[config.mk]
export PLATFORM = sky130hd
export DESIGN_NAME = json5_token_lexer_flat
export DESIGN_NICKNAME = d
export VERILOG_FILES = /design/src/rtl/jtl_pkg.sv /design/src/rtl/jtl_in_if.sv /design/src/rtl/jtl_out_if.sv /design/src/rtl/json5_token_lexer.sv /design/src/rtl/jtl_core.sv /design/src/rtl/jtl_queue.sv /design/src/flat_wrapper.sv
export SDC_FILE = /design/constraint.sdc
export NUM_CORES = 1
export LEC_CHECK = 0
export ABC_AREA = 1
export CAP_MARGIN = 20
export CORE_ASPECT_RATIO = 1.2
export CORE_MARGIN = 2
export CORE_UTILIZATION = 50
export DETAILED_ROUTE_END_ITERATION = 10
export DONT_BUFFER_PORTS = 1
export GPL_TIMING_DRIVEN = 0
export SETUP_SLACK_MARGIN = 0.4
export SYNTH_ARGS = -nofsm -noshare
export SYNTH_HDL_FRONTEND = slang
export SYNTH_SLANG_ARGS = --single-unit
[constraint.sdc]
create_clock -name clk -period 9.5 [get_ports clk]
set_input_delay 1.9 -clock clk [delete_from_list [all_inputs] [get_ports clk]]
set_output_delay 1.9 -clock clk [all_outputs]
set_load 0.01 [all_outputs]
[src/rtl/jtl_pkg.sv]
`default_nettype none
// ----------------------------------------------------------------------------
// jtl_pkg
// Shared types for the JSON5 token lexer: one token word and the bundle of
// up to three tokens that a single input word can produce.
// ----------------------------------------------------------------------------
package jtl_pkg;

	localparam int unsigned MAX_TOKENS = 3;

	// configuration register indexes
	localparam logic [0:0] REG_SKIP_WS = 1'd0;
	localparam logic [0:0] REG_SKIP_CM = 1'd1;

	typedef struct packed {
		logic [3:0]  kind;
		logic [15:0] offset;
		logic [15:0] length;
	} token_t;

	typedef struct packed {
		token_t [MAX_TOKENS-1:0] tok;
		logic   [1:0]            cnt;
	} bundle_t;

endpackage

`default_nettype wire

[src/rtl/jtl_in_if.sv]
`default_nettype none
// ----------------------------------------------------------------------------
// jtl_in_if
// Input channel: command and text byte with valid/ready handshake.
// ----------------------------------------------------------------------------
interface jtl_in_if;
	logic       valid;
	logic       ready;
	logic       cmd;
	logic [7:0] text_byte;

	modport source(output valid, output cmd, output text_byte, input ready);
	modport sink(input valid, input cmd, input text_byte, output ready);
endinterface

`default_nettype wire

[src/rtl/jtl_out_if.sv]
`default_nettype none
// ----------------------------------------------------------------------------
// jtl_out_if
// Output channel: one token per word with valid/ready handshake.
// ----------------------------------------------------------------------------
interface jtl_out_if;
	logic        valid;
	logic        ready;
	logic [3:0]  token_kind;
	logic [15:0] token_offset;
	logic [15:0] token_length;
	logic        final_result;

	modport source(output valid, output token_kind, output token_offset,
		output token_length, output final_result, input ready);
	modport sink(input valid, input token_kind, input token_offset,
		input token_length, input final_result, output ready);
endinterface

`default_nettype wire

[src/rtl/json5_token_lexer.sv]
`default_nettype none
// ----------------------------------------------------------------------------
// json5_token_lexer
// JSON5 tokenizer top level: configuration registers, lexer core, queue.
// ----------------------------------------------------------------------------
// Tokens of a byte are formed combinationally and registered in the bundle queue.
// Throughput: one byte per cycle while the queue has space; a byte that yields
//   n tokens offers them one after another on the single token output port.
// Input stalls only when the two-entry bundle queue is full.
// Reset (arst_n low) clears lexer state and queue; both skip bits set to 1.
module json5_token_lexer
	import jtl_pkg::*;
#(
	parameter int unsigned OFFSET_BITS = 16
) (
	input  wire logic        clk,
	input  wire logic        arst_n,
	jtl_in_if.sink           byte_in,
	jtl_out_if.source        token_out,
	input  wire logic        cfg_we,
	input  wire logic [0:0]  cfg_index,
	input  wire logic [0:0]  cfg_data
);

	logic    skip_ws_q, skip_cm_q;
	logic    take;
	logic    space;
	bundle_t bundle;
	token_t  tok;

	always_ff @(posedge clk or negedge arst_n) begin
		if (!arst_n) begin
			skip_ws_q <= 1'b1;
			skip_cm_q <= 1'b1;
		end else if (cfg_we) begin
			unique case (cfg_index)
				REG_SKIP_WS: skip_ws_q <= cfg_data[0];
				REG_SKIP_CM: skip_cm_q <= cfg_data[0];
				default: begin
				end
			endcase
		end
	end

	assign byte_in.ready = space;
	assign take = byte_in.valid && space;

	jtl_core #(.OFFSET_BITS(OFFSET_BITS)) u_core (
		.clk       (clk),
		.arst_n    (arst_n),
		.take      (take),
		.cmd       (byte_in.cmd),
		.text_byte (byte_in.text_byte),
		.skip_ws   (skip_ws_q),
		.skip_cm   (skip_cm_q),
		.bundle    (bundle)
	);

	jtl_queue u_queue (
		.clk       (clk),
		.arst_n    (arst_n),
		.push      (take && bundle.cnt != 2'd0),
		.push_data (bundle),
		.space     (space),
		.valid     (token_out.valid),
		.ready     (token_out.ready),
		.tok       (tok),
		.last      (token_out.final_result)
	);

	assign token_out.token_kind   = tok.kind;
	assign token_out.token_offset = tok.offset;
	assign token_out.token_length = tok.length;

endmodule

`default_nettype wire

[src/rtl/jtl_core.sv]
`default_nettype none
// ----------------------------------------------------------------------------
// jtl_core
// Lexer state and next-state logic. On each accepted word the state is
// updated and the tokens that the word produces are presented as a bundle.
// ----------------------------------------------------------------------------
module jtl_core
	import jtl_pkg::*;
#(
	parameter int unsigned OFFSET_BITS = 16
) (
	input  wire logic       clk,
	input  wire logic       arst_n,
	input  wire logic       take,
	input  wire logic       cmd,
	input  wire logic [7:0] text_byte,
	input  wire logic       skip_ws,
	input  wire logic       skip_cm,
	output bundle_t         bundle
);

	localparam int unsigned OB = OFFSET_BITS;

	typedef enum logic [10:0] {
		M_IDLE    = 11'b000_0000_0001,
		M_SLASH   = 11'b000_0000_0010,
		M_LINE    = 11'b000_0000_0100,
		M_LINE_CR = 11'b000_0000_1000,
		M_BLOCK   = 11'b000_0001_0000,
		M_ZERO    = 11'b000_0010_0000,
		M_ZERO_X  = 11'b000_0100_0000,
		M_HEX     = 11'b000_1000_0000,
		M_DEC     = 11'b001_0000_0000,
		M_IDENT   = 11'b010_0000_0000,
		M_HALT    = 11'b100_0000_0000
	} mode_t;

	localparam logic [3:0] K_INVALID = 4'd0;
	localparam logic [3:0] K_EOF     = 4'd1;
	localparam logic [3:0] K_LBRACE  = 4'd2;
	localparam logic [3:0] K_RBRACE  = 4'd3;
	localparam logic [3:0] K_LSQUARE = 4'd4;
	localparam logic [3:0] K_RSQUARE = 4'd5;
	localparam logic [3:0] K_COLON   = 4'd6;
	localparam logic [3:0] K_COMMA   = 4'd7;
	localparam logic [3:0] K_POINT   = 4'd8;
	localparam logic [3:0] K_PLUS    = 4'd9;
	localparam logic [3:0] K_MINUS   = 4'd10;
	localparam logic [3:0] K_SQUOTE  = 4'd11;
	localparam logic [3:0] K_DQUOTE  = 4'd12;
	localparam logic [3:0] K_DECIMAL = 4'd13;
	localparam logic [3:0] K_HEX     = 4'd14;
	localparam logic [3:0] K_IDENT   = 4'd15;

	localparam logic [7:0] C_LF     = 8'h0A;
	localparam logic [7:0] C_CR     = 8'h0D;
	localparam logic [7:0] C_TAB    = 8'h09;
	localparam logic [7:0] C_SPACE  = 8'h20;
	localparam logic [7:0] C_US     = 8'h5F;
	localparam logic [7:0] C_SLASH  = 8'h2F;
	localparam logic [7:0] C_STAR   = 8'h2A;
	localparam logic [7:0] C_SQUOTE = 8'h27;
	localparam logic [7:0] C_DQUOTE = 8'h22;
	localparam logic [7:0] C_ZERO   = 8'h30;
	localparam logic [7:0] C_X_LO   = 8'h78;
	localparam logic [7:0] C_X_UP   = 8'h58;
	// U+2028 / U+2029 are E2 80 A8 / E2 80 A9
	localparam logic [7:0] C_LS0    = 8'hE2;
	localparam logic [7:0] C_LS1    = 8'h80;
	localparam logic [7:0] C_LS2    = 8'hA8;
	localparam logic [7:0] C_PS2    = 8'hA9;

	function automatic logic is_digit(input logic [7:0] c);
		return c >= 8'h30 && c <= 8'h39;
	endfunction

	function automatic logic is_alpha_us(input logic [7:0] c);
		return (c >= 8'h61 && c <= 8'h7A) || (c >= 8'h41 && c <= 8'h5A) || c == C_US;
	endfunction

	function automatic logic is_hex(input logic [7:0] c);
		return is_digit(c) || (c >= 8'h61 && c <= 8'h66) || (c >= 8'h41 && c <= 8'h46);
	endfunction

	function automatic logic is_ws(input logic [7:0] c);
		return c == C_SPACE || c == C_TAB || c == C_LF || c == C_CR;
	endfunction

	function automatic logic [3:0] single_kind(input logic [7:0] c);
		logic [3:0] k;
		case (c)
			8'h7B:   k = K_LBRACE;
			8'h7D:   k = K_RBRACE;
			8'h5B:   k = K_LSQUARE;
			8'h5D:   k = K_RSQUARE;
			8'h3A:   k = K_COLON;
			8'h2C:   k = K_COMMA;
			8'h2E:   k = K_POINT;
			8'h2B:   k = K_PLUS;
			8'h2D:   k = K_MINUS;
			default: k = K_INVALID;
		endcase
		return k;
	endfunction

	function automatic logic [OB-1:0] sat_inc(input logic [OB-1:0] v);
		return (v == {OB{1'b1}}) ? v : v + 1'b1;
	endfunction

	function automatic logic [15:0] clip16(input logic [OB-1:0] v);
		logic [32:0] e;
		e = 33'(v);
		return (e > 33'd65535) ? 16'hFFFF : e[15:0];
	endfunction

	function automatic token_t mk(input logic [3:0] k, input logic [OB-1:0] off,
		input logic [OB-1:0] len);
		token_t t;
		t.kind   = k;
		t.offset = clip16(off);
		t.length = clip16(len);
		return t;
	endfunction

	mode_t         mode_q;
	logic [7:0]    held0_q, held1_q;
	logic [1:0]    held_cnt_q;
	logic [OB-1:0] byte_off_q;
	logic [OB-1:0] tok_begin_q;
	logic          cr_seen_q;
	logic [2:0]    utf8_q;
	logic          star_q;

	mode_t         m;
	logic [7:0]    h0, h1;
	logic [1:0]    hc;
	logic [OB-1:0] off_n;
	logic [OB-1:0] tb;
	logic          cr;
	logic [2:0]    u8;
	logic          st;
	bundle_t       b;

	always_comb begin
		logic [7:0]    c;
		logic [OB-1:0] pos;
		logic [OB-1:0] tb1;
		logic          do_start;
		logic [7:0]    lo, hi;
		logic [1:0]    n;
		logic [3:0]    sk;

		c   = text_byte;
		pos = byte_off_q;
		m   = mode_q;
		h0  = held0_q;
		h1  = held1_q;
		hc  = held_cnt_q;
		tb  = tok_begin_q;
		cr  = cr_seen_q;
		u8  = utf8_q;
		st  = star_q;
		off_n = byte_off_q;
		do_start = 1'b0;
		tb1 = sat_inc(tok_begin_q);
		lo = 8'h80;
		hi = 8'hBF;
		n  = 2'd0;
		sk = single_kind(c);
		b.tok = '0;

		if (cmd) begin
			unique case (mode_q)
				M_SLASH: begin
					b.tok[n] = mk(K_INVALID, tok_begin_q, '0); n = n + 2'd1;
				end
				M_LINE: begin
					if (utf8_q != 3'd0) begin
						b.tok[n] = mk(K_INVALID, tok_begin_q, '0); n = n + 2'd1;
					end
				end
				M_ZERO: begin
					b.tok[n] = mk(K_DECIMAL, tok_begin_q, OB'(1)); n = n + 2'd1;
				end
				M_ZERO_X: begin
					b.tok[n] = mk(K_DECIMAL, tok_begin_q, OB'(1)); n = n + 2'd1;
					b.tok[n] = mk(K_IDENT, tb1, OB'(1)); n = n + 2'd1;
				end
				M_HEX: begin
					b.tok[n] = mk(K_HEX, tok_begin_q, byte_off_q - tok_begin_q);
					n = n + 2'd1;
				end
				M_DEC: begin
					b.tok[n] = mk(K_DECIMAL, tok_begin_q, byte_off_q - tok_begin_q);
					n = n + 2'd1;
				end
				M_IDENT: begin
					b.tok[n] = mk(K_IDENT, tok_begin_q, byte_off_q - tok_begin_q);
					n = n + 2'd1;
				end
				default: begin
				end
			endcase
			b.tok[n] = mk(K_EOF, byte_off_q, '0); n = n + 2'd1;
			m = M_IDLE; h0 = '0; h1 = '0; hc = '0; off_n = '0; tb = '0;
			cr = 1'b0; u8 = '0; st = 1'b0;
		end else begin
			off_n = sat_inc(byte_off_q);
			unique case (mode_q)
				M_IDLE: do_start = 1'b1;
				M_SLASH: begin
					hc = 2'd0;
					if (c == C_SLASH) begin
						m = M_LINE; u8 = 3'd0;
					end else if (c == C_STAR) begin
						m = M_BLOCK; st = 1'b0;
					end else begin
						b.tok[n] = mk(K_INVALID, tok_begin_q, '0); n = n + 2'd1;
						m = M_HALT;
					end
				end
				M_LINE: begin
					if (utf8_q == 3'd0) begin
						if (c < 8'h80) begin
							if (c == C_LF) begin
								m = M_IDLE;
							end else if (c == C_CR) begin
								m = M_LINE_CR; cr = 1'b1;
							end
						end else if (c >= 8'hC2 && c <= 8'hDF) begin
							u8 = 3'd1; h0 = c; hc = 2'd1; tb = pos;
						end else if (c >= 8'hE0 && c <= 8'hEF) begin
							u8 = 3'd2; h0 = c; hc = 2'd1; tb = pos;
						end else if (c >= 8'hF0 && c <= 8'hF4) begin
							u8 = 3'd3; h0 = c; hc = 2'd1; tb = pos;
						end else begin
							// bad lead byte ends the comment and is lexed itself
							m = M_IDLE; do_start = 1'b1;
						end
					end else begin
						if (held_cnt_q == 2'd1) begin
							if (held0_q == 8'hE0) lo = 8'hA0;
							else if (held0_q == 8'hED) hi = 8'h9F;
							else if (held0_q == 8'hF0) lo = 8'h90;
							else if (held0_q == 8'hF4) hi = 8'h8F;
						end
						if (c < lo || c > hi) begin
							b.tok[n] = mk(K_INVALID, tok_begin_q, '0); n = n + 2'd1;
							m = M_HALT; u8 = 3'd0; hc = 2'd0;
						end else begin
							if (held_cnt_q == 2'd0) begin
								h0 = c; hc = 2'd1;
							end else if (held_cnt_q == 2'd1) begin
								h1 = c; hc = 2'd2;
							end
							u8 = utf8_q - 3'd1;
							if (u8 == 3'd0) begin
								if (h0 == C_LS0 && h1 == C_LS1 && (c == C_LS2 || c == C_PS2))
									m = M_IDLE;
								hc = 2'd0;
							end
						end
					end
				end
				M_LINE_CR: begin
					cr = 1'b0; m = M_IDLE;
					if (c != C_LF) do_start = 1'b1;
				end
				M_BLOCK: begin
					if (star_q && c == C_SLASH) begin
						m = M_IDLE; st = 1'b0;
					end else begin
						st = (c == C_STAR);
					end
				end
				M_ZERO: begin
					if (c == C_X_LO || c == C_X_UP) begin
						m = M_ZERO_X; h1 = c; hc = 2'd2;
					end else begin
						hc = 2'd0;
						b.tok[n] = mk(K_DECIMAL, tok_begin_q, OB'(1)); n = n + 2'd1;
						m = M_IDLE; do_start = 1'b1;
					end
				end
				M_ZERO_X: begin
					hc = 2'd0;
					if (is_hex(c)) begin
						m = M_HEX;
					end else begin
						// "0" then the x opens an identifier one byte on
						b.tok[n] = mk(K_DECIMAL, tok_begin_q, OB'(1)); n = n + 2'd1;
						tb = tb1;
						if (is_alpha_us(c) || is_digit(c)) begin
							m = M_IDENT;
						end else begin
							b.tok[n] = mk(K_IDENT, tb1, pos - tb1); n = n + 2'd1;
							m = M_IDLE; do_start = 1'b1;
						end
					end
				end
				M_HEX: begin
					if (!is_hex(c)) begin
						b.tok[n] = mk(K_HEX, tok_begin_q, pos - tok_begin_q);
						n = n + 2'd1;
						m = M_IDLE; do_start = 1'b1;
					end
				end
				M_DEC: begin
					if (!is_digit(c)) begin
						b.tok[n] = mk(K_DECIMAL, tok_begin_q, pos - tok_begin_q);
						n = n + 2'd1;
						m = M_IDLE; do_start = 1'b1;
					end
				end
				M_IDENT: begin
					if (!(is_alpha_us(c) || is_digit(c))) begin
						b.tok[n] = mk(K_IDENT, tok_begin_q, pos - tok_begin_q);
						n = n + 2'd1;
						m = M_IDLE; do_start = 1'b1;
					end
				end
				M_HALT: begin
				end
				default: begin
					m = M_IDLE; do_start = 1'b1;
				end
			endcase

			if (do_start) begin
				priority if (skip_ws && is_ws(c)) begin
				end else if (skip_cm && c == C_SLASH) begin
					m = M_SLASH; tb = pos; h0 = c; hc = 2'd1;
				end else if (sk != K_INVALID) begin
					b.tok[n] = mk(sk, pos, OB'(1)); n = n + 2'd1;
				end else if (c == C_SQUOTE || c == C_DQUOTE) begin
					b.tok[n] = mk((c == C_SQUOTE) ? K_SQUOTE : K_DQUOTE, pos, '0);
					n = n + 2'd1;
					m = M_HALT;
				end else begin
					tb = pos;
					if (c == C_ZERO) begin
						m = M_ZERO; h0 = c; hc = 2'd1;
					end else if (c >= 8'h31 && c <= 8'h39) begin
						m = M_DEC;
					end else if (is_alpha_us(c)) begin
						m = M_IDENT;
					end else begin
						b.tok[n] = mk(K_INVALID, pos, '0); n = n + 2'd1;
						m = M_HALT;
					end
				end
			end
		end
		b.cnt = n;
	end

	assign bundle = b;

	always_ff @(posedge clk or negedge arst_n) begin
		if (!arst_n) begin
			mode_q      <= M_IDLE;
			held0_q     <= '0;
			held1_q     <= '0;
			held_cnt_q  <= '0;
			byte_off_q  <= '0;
			tok_begin_q <= '0;
			cr_seen_q   <= 1'b0;
			utf8_q      <= '0;
			star_q      <= 1'b0;
		end else if (take) begin
			mode_q      <= m;
			held0_q     <= h0;
			held1_q     <= h1;
			held_cnt_q  <= hc;
			byte_off_q  <= off_n;
			tok_begin_q <= tb;
			cr_seen_q   <= cr;
			utf8_q      <= u8;
			star_q      <= st;
		end
	end

	assert property (@(posedge clk) disable iff (!arst_n)
		(mode_q == M_LINE_CR) |-> cr_seen_q)
		else $error("CR mode without CR flag");
	assert property (@(posedge clk) disable iff (!arst_n)
		(utf8_q != 3'd0) |-> (mode_q == M_LINE && held_cnt_q != 2'd0))
		else $error("UTF-8 progress outside a line comment");
	assert property (@(posedge clk) disable iff (!arst_n)
		(take && cmd) |=> (byte_off_q == '0 && mode_q == M_IDLE))
		else $error("state not cleared after end of input");

endmodule

`default_nettype wire

[src/rtl/jtl_queue.sv]
`default_nettype none
// ----------------------------------------------------------------------------
// jtl_queue
// Two-entry bundle queue; drains one token word per cycle to the output while ready is high.
// ----------------------------------------------------------------------------
module jtl_queue
	import jtl_pkg::*;
(
	input  wire logic    clk,
	input  wire logic    arst_n,
	input  wire logic    push,
	input  bundle_t      push_data,
	output logic         space,
	output logic         valid,
	input  wire logic    ready,
	output token_t       tok,
	output logic         last
);

	bundle_t    q_q [2];
	logic [1:0] cnt_q;
	logic       rd_q, wr_q;
	logic [1:0] idx_q;
	bundle_t    head;
	logic       take_out, pop, do_push;

	assign head     = q_q[rd_q];
	assign space    = (cnt_q != 2'd2);
	assign valid    = (cnt_q != 2'd0);
	assign tok      = head.tok[idx_q];
	assign last     = (idx_q == head.cnt - 2'd1);
	assign take_out = valid && ready;
	assign pop      = take_out && last;
	assign do_push  = push && space;

	always_ff @(posedge clk) begin
		if (do_push) q_q[wr_q] <= push_data;
	end

	always_ff @(posedge clk or negedge arst_n) begin
		if (!arst_n) begin
			cnt_q <= '0;
			rd_q  <= 1'b0;
			wr_q  <= 1'b0;
			idx_q <= '0;
		end else begin
			if (do_push) wr_q <= ~wr_q;
			if (pop) begin
				rd_q  <= ~rd_q;
				idx_q <= '0;
			end else if (take_out) begin
				idx_q <= idx_q + 2'd1;
			end
			cnt_q <= cnt_q + {1'b0, do_push} - {1'b0, pop};
		end
	end

	assert property (@(posedge clk) disable iff (!arst_n) cnt_q <= 2'd2)
		else $error("queue overflow");
	assert property (@(posedge clk) disable iff (!arst_n)
		valid |-> (head.cnt != 2'd0 && idx_q < head.cnt))
		else $error("token index beyond bundle");
	assert property (@(posedge clk) disable iff (!arst_n)
		!valid |-> (idx_q == 2'd0 && rd_q == wr_q))
		else $error("empty queue with stale pointers");

endmodule

`default_nettype wire

[src/flat_wrapper.sv]
// flat-port wrapper written by rule: the top's interface ports become plain ports
module json5_token_lexer_flat import jtl_pkg::*;
#(
	parameter int unsigned OFFSET_BITS = 16
)
  (clk, arst_n, cfg_we, cfg_index, cfg_data, byte_in_valid, byte_in_cmd, byte_in_text_byte, byte_in_ready, token_out_valid, token_out_token_kind, token_out_token_offset, token_out_token_length, token_out_final_result, token_out_ready);
  jtl_in_if byte_in_i ();
  jtl_out_if token_out_i ();
  input  wire logic clk;
  input  wire logic arst_n;
  input  wire logic cfg_we;
  input  wire logic [0:0] cfg_index;
  input  wire logic [0:0] cfg_data;
  input wire logic [$bits(byte_in_i.valid)-1:0] byte_in_valid;
  input wire logic [$bits(byte_in_i.cmd)-1:0] byte_in_cmd;
  input wire logic [$bits(byte_in_i.text_byte)-1:0] byte_in_text_byte;
  output wire logic [$bits(byte_in_i.ready)-1:0] byte_in_ready;
  output wire logic [$bits(token_out_i.valid)-1:0] token_out_valid;
  output wire logic [$bits(token_out_i.token_kind)-1:0] token_out_token_kind;
  output wire logic [$bits(token_out_i.token_offset)-1:0] token_out_token_offset;
  output wire logic [$bits(token_out_i.token_length)-1:0] token_out_token_length;
  output wire logic [$bits(token_out_i.final_result)-1:0] token_out_final_result;
  input wire logic [$bits(token_out_i.ready)-1:0] token_out_ready;
  assign byte_in_i.valid = byte_in_valid;
  assign byte_in_i.cmd = byte_in_cmd;
  assign byte_in_i.text_byte = byte_in_text_byte;
  assign byte_in_ready = byte_in_i.ready;
  assign token_out_valid = token_out_i.valid;
  assign token_out_token_kind = token_out_i.token_kind;
  assign token_out_token_offset = token_out_i.token_offset;
  assign token_out_token_length = token_out_i.token_length;
  assign token_out_final_result = token_out_i.final_result;
  assign token_out_i.ready = token_out_ready;
  json5_token_lexer #(.OFFSET_BITS(OFFSET_BITS)) u_core (.clk(clk), .arst_n(arst_n), .byte_in(byte_in_i), .token_out(token_out_i), .cfg_we(cfg_we), .cfg_index(cfg_index), .cfg_data(cfg_data));
endmodule
==> results.md, run 1 <==
- Starting density of the core: around 50%
- Dpl hpwl: roughly 50000 um
- CTS tree: yes
- Final Skew: about 0.025 ns
- GRT Resource Usage Total: a little over a third
- RSZ-0062 raised after global routing: no
- Bufs on Longest Clock Path: 3
- CTS buffer count: 28
- Placement Rows: 74
- Area taken by multi-input logic gates: between 0.008 and 0.009 mm^2
- Full die area: about 0.036 mm^2
- Worst Max-Slew Pin Slew: about 1.2 ns
- Critical Path RT: approximately 10 ns
- Post-CTS Hold Buffers: 0
- Syn-to-layout area delta: 9.15%
- CTS H-tree lvls: 1
- Final setup violation count: 0
- Clk Latency, worst-skew pair: 0.57 ns
- CTS sink cnt: roughly 260
- Post-route DRC: 0
- Slew Viols, Final: 0
- Final hold violation count: 0
- Crit Path Max Fanout: 30
- VDD IR max: 0.209 mV
- Yosys warnings: 0
- WL/cell: 23.9 um
- Seq cells post-synth: between 200 and 300
- Cell variety after synth: between 60 and 70
- Gate Count Post-Synth: 2235
- Reg area: approximately 0.0075 mm^2
- First-pass detailed-route iteration total: 6
- Antenna violations before repair: 1
- Setup ws final: ~3.4 ns
- Cell mode on critical path: nand2_1
- Largest net degree at the start of global routing: 74
- Post-CTS Repair Setup Buffers: 0
- Root Driver: clkbuf_16
- Final period util: between 60 and 70%
- Critical Path, Cell by Cell: buf_4 > inv_1 > nand2_1 > nor3_1 > nand2_1 > nand2_4 > nor2_4 > buf_6 > clkbuf_1 > a21oi_1 > ha_1 > nand4_1 > o21ai_0 > nand2_1 > nand2_1 > nand2_1 > nand2_1 > nand2_1 > nand3_1 > nand2_1 > nor2_4 > buf_12 > buf_16
- Seq/Total Area, Yosys: a little over two fifths
- Switching share of power: a little under half
- CTS clock-pin slew for the worst setup and hold paths: 0.06 ns
- DR vias/cell: 6.03
- Kind of critical path: input port to flop
- Routed wire length: ~66000 um
- Tmin final: 6.09 ns
- Static Leak: about 7.9 nW
- Die height: ~210 um
- Post-Synth Adder-Cell Area: 3.75%
- Chip width: about 170 um
- DRT iter0 DRCs: approximately 1.7k
- Cell area after synthesis: ~0.017 mm^2
- Slowest CP cell: clkbuf_1
- Clock network power share: 21.1%
- PortBufs: 0
- Total number of vias: between 15k and 20k
- Syn_area_per_cell: 7.78 um^2
- Layout Nets: ~2.3k
- HP Class: flop to flop
- Largest family of logic cells by synthesized area: simple AND/OR/NAND/NOR gates
- Final antenna-violating net count: 0
- Max Clk Rate: approximately 0.16 GHz
- Post-Syn Nets: 2302
- Remaining global-route overflow: 0
- GP Congestion: a little over 1
- Post-route setup TNS: 0 ns
- NetSw: around 0.0024 W
- Post-Synth Simple-Gate Area: roughly a quarter
- Multiplexer share of the synthesized area: 0.0575%
- Critical path startpoint category: input port
- Critical path data arrival time: around 6.4 ns
- Share of layout cells above drive strength 1: under 10%
- Sequential power share: ~30%
- Compound-Gate Fraction of Synth Area: approximately 17%
- Status: finished, final reports clean
- Max cap viols: 0
- I/O Pins: between 50 and 60
- Critical Path Sink Type: flop
- Logic pwr share: a little under half
- PwrDens: around 280 mW/mm^2
- Dpl ws: ~3 ns
- Internal: 0.00287 W
- First-pass GRT wire length: between 90000 and 100000 um
- CTS resizes: 0
- Core area: 0.0342 mm^2
- Slew margin rel.: around a fifth
- Fill count: between 3k and 4k
- Worst path max stage delay: between 0.6 and 0.7 ns
- Vias in the first global route: approximately 16k
- Xor/xnor share of the synthesized area: ~1.9%
-- layout by cell type, fill, tap and decap left out, types with 16 or more instances in the layout --
cell type,n
o22ai_1,48
clkbuf_16,29
nor2_1,295
xor2_1,25
nand2_1,441
inv_1,212
nand3_1,137
a21oi_1,115
ha_1,49
nor2_2,23
inv_2,16
nand4_1,24
nor3_1,59
dfrtp_1,70
edfxtp_1,190
clkbuf_1,68
o21ai_0,241
o211ai_1,26
buf_2,17
-- sequential cells by signal (all words and copies together) (netlist names) --
signal / cells
u_core.u_core.held0_q: 8
u_core.u_core.held1_q: 8
u_core.u_queue.wr_q: 1
u_core.u_queue.idx_q: 2
u_core.u_core.mode_q: 11
u_core.u_core.tok_begin_q: 16
u_core.u_core.held_cnt_q: 2
u_core.u_core.star_q: 1
u_core.u_core.byte_off_q: 16
u_core.u_queue.cnt_q: 2
u_core.skip_ws_q: 1
u_core.u_core.utf8_q: 3
u_core.u_queue.rd_q: 1
u_core.u_queue.q_q: 190
u_core.skip_cm_q: 1
-- cell families after synthesis --
| family | Yosys count |
|---|---|
| buf+inv | 333 |
| compound gates | 510 |
| fa+ha+maj | 51 |
| mux | 1 |
| simple gates | 1040 |
| xor+xnor | 37 |
| flops | 263 |
-- power groups by stage --
stage / combinational, W / clock [W] / sequential, W
global route: 0.00274 / 0.00116 / 0.00164
finish: 0.00252 / 0.00110 / 0.00162
detailed placement: 0.00248 / 0 / 0.00164
global placement: 0.00241 / 0 / 0.00167
floorplan: 0.00173 / 0 / 0.00162
CTS: 0.00249 / 0.00111 / 0.00162
-- worst max-delay path: cells and delay by family --
kind | cells | cell delay (ns)
fa+ha+maj | 1 | 0.33
simple gates | 14 | 1.95
buf+inv | 6 | 1.69
compound gates | 2 | 0.41
-- path summary, 6_finish.rpt --
path,startpoint,slack (ns),depth (start not counted),to
worst max-delay path,byte_in_text_byte[7],3.41,23,u_core.u_queue.q_q[1][95]
max in group asynchronous,arst_n,8.27,0,u_core.skip_cm_q
min in group asynchronous,arst_n,1.02,0,u_core.u_core.utf8_q[2]
worst min register to register,u_core.u_queue.wr_q,0.48,2,u_core.u_queue.wr_q
worst min-delay path,u_core.u_queue.wr_q,0.48,2,u_core.u_queue.wr_q
worst max register to register,u_core.u_core.held0_q[5],4.05,24,u_core.u_queue.q_q[1][95]
-- routing by layer --
layer | track usage [%] | vias up | part of all wire [%]
li1 | - | 7741 | -
met1 | 39.4 | 7836 | 36
met2 | 62.5 | 730 | 49
met3 | 5.28 | 260 | 6.4
met4 | 26.2 | 0 | 8.5
met5 | 0 | - | 0
-- synth_stat cells (all sizes together) --
library cell,number,share of area [%]
and3,1,0.036
clkbuf,59,1.3
o2111ai,11,0.55
xor2,25,1.3
a2bb2oi,3,0.15
o22ai,48,1.7
nand3b,4,0.17
a221oi,9,0.45
o31ai,5,0.22
o21ai,247,7.1
xnor2,12,0.60
or2,3,0.11
mux2i,1,0.058
dfstp,3,0.45
inv,233,5.1
nor4,7,0.34
dfrtp,70,10
buf,32,1.2
a211oi,4,0.17
a21oi,118,3.5
nor3,62,1.9
a21boi,1,0.043
o311ai,2,0.10
nor2,329,7.9
o21a,2,0.086
fa,2,0.23
nor3b,4,0.17
a22oi,2,0.086
nand3,142,4.3
edfxtp,190,33
ha,49,3.5
clkinv,9,0.20
o211ai,26,1.1
nand2,462,11
a31oi,8,0.29
a21o,4,0.17
o21bai,4,0.17
o221ai,15,0.76
nand4,26,1.0
a211o,1,0.050
-- through the flow --
step                cell area (um^2)  cells  hold WS, ns  power (W)  util [%]
finish                         19000   2748        0.476    0.00524      55.6
global route                   19000   2746        0.491    0.00555      55.6
CTS                            19000   2746        0.473    0.00522      55.6
detailed placement             18100   2696        0.459    0.00412      52.9
global placement               18000   2691        0.454    0.00408      52.6
floorplan                      17400   2235        0.442    0.00335         -
-- final cells by class --
| cell class | instances | share of cell area, % |
|---|---|---|
| Antenna cell | 2 | 0.0264 |
| Sequential cell | 263 | 39.7 |
| Inverter | 242 | 4.86 |
| Buffer | 91 | 2.27 |
| Clock buffer | 40 | 4.09 |
| Tap cell | 456 | 3.00 |
| Multi-Input combinational cell | 1639 | 44.9 |
| Clock inverter | 10 | 0.679 |
| Timing Repair Buffer | 5 | 0.527 |
Note: power is estimated with default switching activity, not from simulation.
==> run 2: changes to the inputs <==
--- a/config.mk
+++ b/config.mk
@@ -5,7 +5,7 @@
 export SDC_FILE = /design/constraint.sdc
 export NUM_CORES = 1
 export LEC_CHECK = 0
-export ABC_AREA = 1
+export ABC_AREA = 0
 export CAP_MARGIN = 20
 export CORE_ASPECT_RATIO = 1.2
 export CORE_MARGIN = 2
@@ -13,6 +13,7 @@
 export DETAILED_ROUTE_END_ITERATION = 10
 export DONT_BUFFER_PORTS = 1
 export GPL_TIMING_DRIVEN = 0
+export PLACE_DENSITY = 0.68
 export SETUP_SLACK_MARGIN = 0.4
 export SYNTH_ARGS = -nofsm -noshare
 export SYNTH_HDL_FRONTEND = slang
==> constraint.sdc (replaced) <==
create_clock -name clk -period 5.3 [get_ports clk]
set_input_delay 1.06 -clock clk [delete_from_list [all_inputs] [get_ports clk]]
set_output_delay 1.06 -clock clk [all_outputs]
set_load 0.01 [all_outputs]
==> results.md, run 2 <==
- PortBufs: 0
- Total number of vias: ~12k
- Most frequent cells in the layout: edfxtp_1 (190), nand2_1 (151), nor2_1 (129)
- Antenna diode count: 0
- I/O Pins: between 50 and 60
- Final antenna-violating net count: 0
- Critical path startpoint category: flop
- Status: finished, final reports clean
- Largest net degree at the start of global routing: 74
- WL/cell: between 20 and 25 um
- Chip width: roughly 170 um
- GRT Resource Usage Total: a little over a quarter
- Placement Rows: 71
- CTS tree: yes
- Syn_area_per_cell: 10.3 um^2
- First-pass GRT wire length: approximately 70000 um
- CTS H-tree lvls: 1
- Cell variety after synth: 95
- Bufs on Longest Clock Path: 3
- Area contributors post-synth: edfxtp_1 (36%), dfrtp_1 (11%), mux4_2 (5.1%), ha_1 (3.9%), nand2_1 (3.6%)
- Async SR Flop Fraction: approximately 28%
- RSZ-0062 raised after global routing: no
- Root Driver: clkbuf_16
- Crit Reg-Reg Endpoint: u_core.u_queue.q_q[0][52]
- Layout Nets: 1640
- Dpl hpwl: about 34000 um
- Critical Path Sink Type: flop
- CTS sink cnt: between 200 and 300
- Commonest non-fill, non-tap cell in the layout: edfxtp_1
- PwrDens: approximately 460 mW/mm^2
- Clk Latency, worst-skew pair: approximately 0.56 ns
- Critical Path RT: around 5.6 ns
- Reg2reg start: u_core.u_core.tok_begin_q[6]
- First-pass detailed-route iteration total: 7
- CTS buffer count: 27
- Remaining global-route overflow: 0
- CTS clock-pin slew for the worst setup and hold paths: approximately 0.06 ns
- Dpl ws: -0.137 ns
- Syn-to-layout area delta: 11.1%
- Worst Max-Slew Pin Slew: 1.00 ns
- Top_reg_cell synth: edfxtp_1
- Routed wire length: ~45000 um
- Antenna violations before repair: 0
- Largest registers: u_core.u_queue.q_q: 190 flops, u_core.u_core.byte_off_q: 16 flops, u_core.u_core.tok_begin_q: 16 flops
- Share of layout cells above drive strength 1: between 10% and 20%
- Post-Syn Nets: about 1.6k
- Full die area: 0.0329 mm^2
- Total Power: 0.00812 W
- Starting density of the core: approximately 50%
- Final Skew: ~0.016 ns
- Critical path data arrival time: approximately 5 ns
- Post-route DRC: 0
- Seq/Total Area, Yosys: between 40% and 50%
- R2r worst-path depth: 15
- Gate Count Post-Synth: 1528
- Count leader, synth: edfxtp_1
- Final setup violation count: 0
- Vias in the first global route: 12.2k
- Post-route setup TNS: 0 ns
- HP Class: input port to asynchronous set/reset pin
- VDD IR max: roughly 0.32 mV
- Largest register FFs: 190
- Crit Path Max Fanout: 6
- Tmin final: between 4 and 5 ns
- DR vias/cell: 6.24
- R2r setup slk: between 0.5 and 0.6 ns
- Seq cells post-synth: approximately 260
- Synth cell count leaders: edfxtp_1 (190), nand2_1 (152), nor2_1 (131)
- Setup ws final: 0.599 ns
- Yosys warnings: 0
- Slew margin rel.: between 30 and 40%
- Static Leak: 6.41 nW
- GP Congestion: between 0.9 and 1
- Max Clk Rate: between 0.2 and 0.25 GHz
- Final period util: 88.7%
- Slew Viols, Final: 0
- Core area: approximately 0.031 mm^2
- Cell area after synthesis: about 0.016 mm^2
- Kind of critical path: flop to flop
- Synth top area share: a little over a third
- Top reg by flops: u_core.u_queue.q_q
- EDFF count, synth: 190
- Hold WS: between 0.15 and 0.2 ns
- DRT iter0 DRCs: ~1.1k
- Post-layout util: about 56%
- Final hold violation count: 0
- Die height: 198 um
- Max cap viols: 0
- Cell taking the most area after synthesis: edfxtp_1
-- run 2: cell types whose count changed after synthesis, sizes merged, moves of 23 or more --
cell,change
nand2,-308
nor2,-197
inv,-169
o21ai,-149
nand3,-100
a21oi,-51
nor2b,+37
mux4,+36
a22oi,+29
mux2i,+26
nand2b,+24
and2,+23
-- run 2: timing repair --
item	4_1_cts	5_1_grt
endpoints found under the setup margin	194	130
gates resized for setup	6	29
hold buffers	0	0
setup buffers	3	5
pin swaps	3	3
-- run 2: layout make-up --
class	count	area, um^2
fillers	2698	13700
plain buffers	104	464
repair buffers	16	225
well taps	401	502
clock inverters	17	160
clock buffers	30	687
inverters	64	240
flip-flops and latches	263	7540
multi-input cells	1097	7670
-- run 2: cells by family after synthesis --
kind of cell | Yosys count | synth area share (%)
simple gates | 560 | 18.0
buf+inv | 168 | 4.27
xor+xnor | 56 | 3.12
flops | 263 | 47.9
mux | 69 | 7.32
compound gates | 361 | 15.2
fa+ha+maj | 51 | 4.15
-- run 2: worst max-delay path, stage by stage, from the launching register on --
cell and delay, ns:
dfrtp_2 0.45, nand4_1 0.25, or4_4 0.63, nor2_1 0.38
xnor2_1 0.21, ha_1 0.28, fa_1 0.41, nor2b_1 0.19
o21a_1 0.14, o21ai_0 0.16, a2111oi_2 0.48, nor2_1 0.12
a211o_1 0.31, o21ai_0 0.19, xnor2_1 0.14, nor2_1 0.08
-- run 2: metal layers --
layer  vias to the layer above  global-route usage, %  share of wire [%]
li1                       5791                      -                  -
met5                         -                      0                  0
met3                       127                   3.24                5.1
met1                      6083                   32.1                 38
met4                         0                   13.3                5.2
met2                       424                   49.4                 51
-- run 2: worst max path at each step --
stage,start,end,slack (ns)
after floorplan,byte_in_text_byte[2],u_core.u_queue.q_q[0][0],0.25
after global placement,byte_in_text_byte[4],u_core.u_queue.q_q[0][42],-1.06
after detailed placement,byte_in_text_byte[4],u_core.u_queue.q_q[1][63],-0.14
after CTS,u_core.u_core.tok_begin_q[6],u_core.u_queue.q_q[0][52],0.49
after global routing,u_core.u_core.tok_begin_q[5],u_core.u_queue.q_q[1][52],0.39
final,u_core.u_core.tok_begin_q[6],u_core.u_queue.q_q[0][52],0.60
-- run 2: metrics by stage --
step	std cells	area, um^2
finish	1992	17500
global route	1992	17500
floorplan	1528	15800
detailed placement	1936	16500
CTS	1986	17400
global placement	1929	16300
-- run 2: power breakdown --
group	total [W]	switching, W	internal (W)	leakage [nW]
Combinational	0.00345	0.00208	0.00137	3.23
Sequential	0.00283	0.000132	0.00270	2.77
Clock	0.00184	0.000802	0.00104	0.413
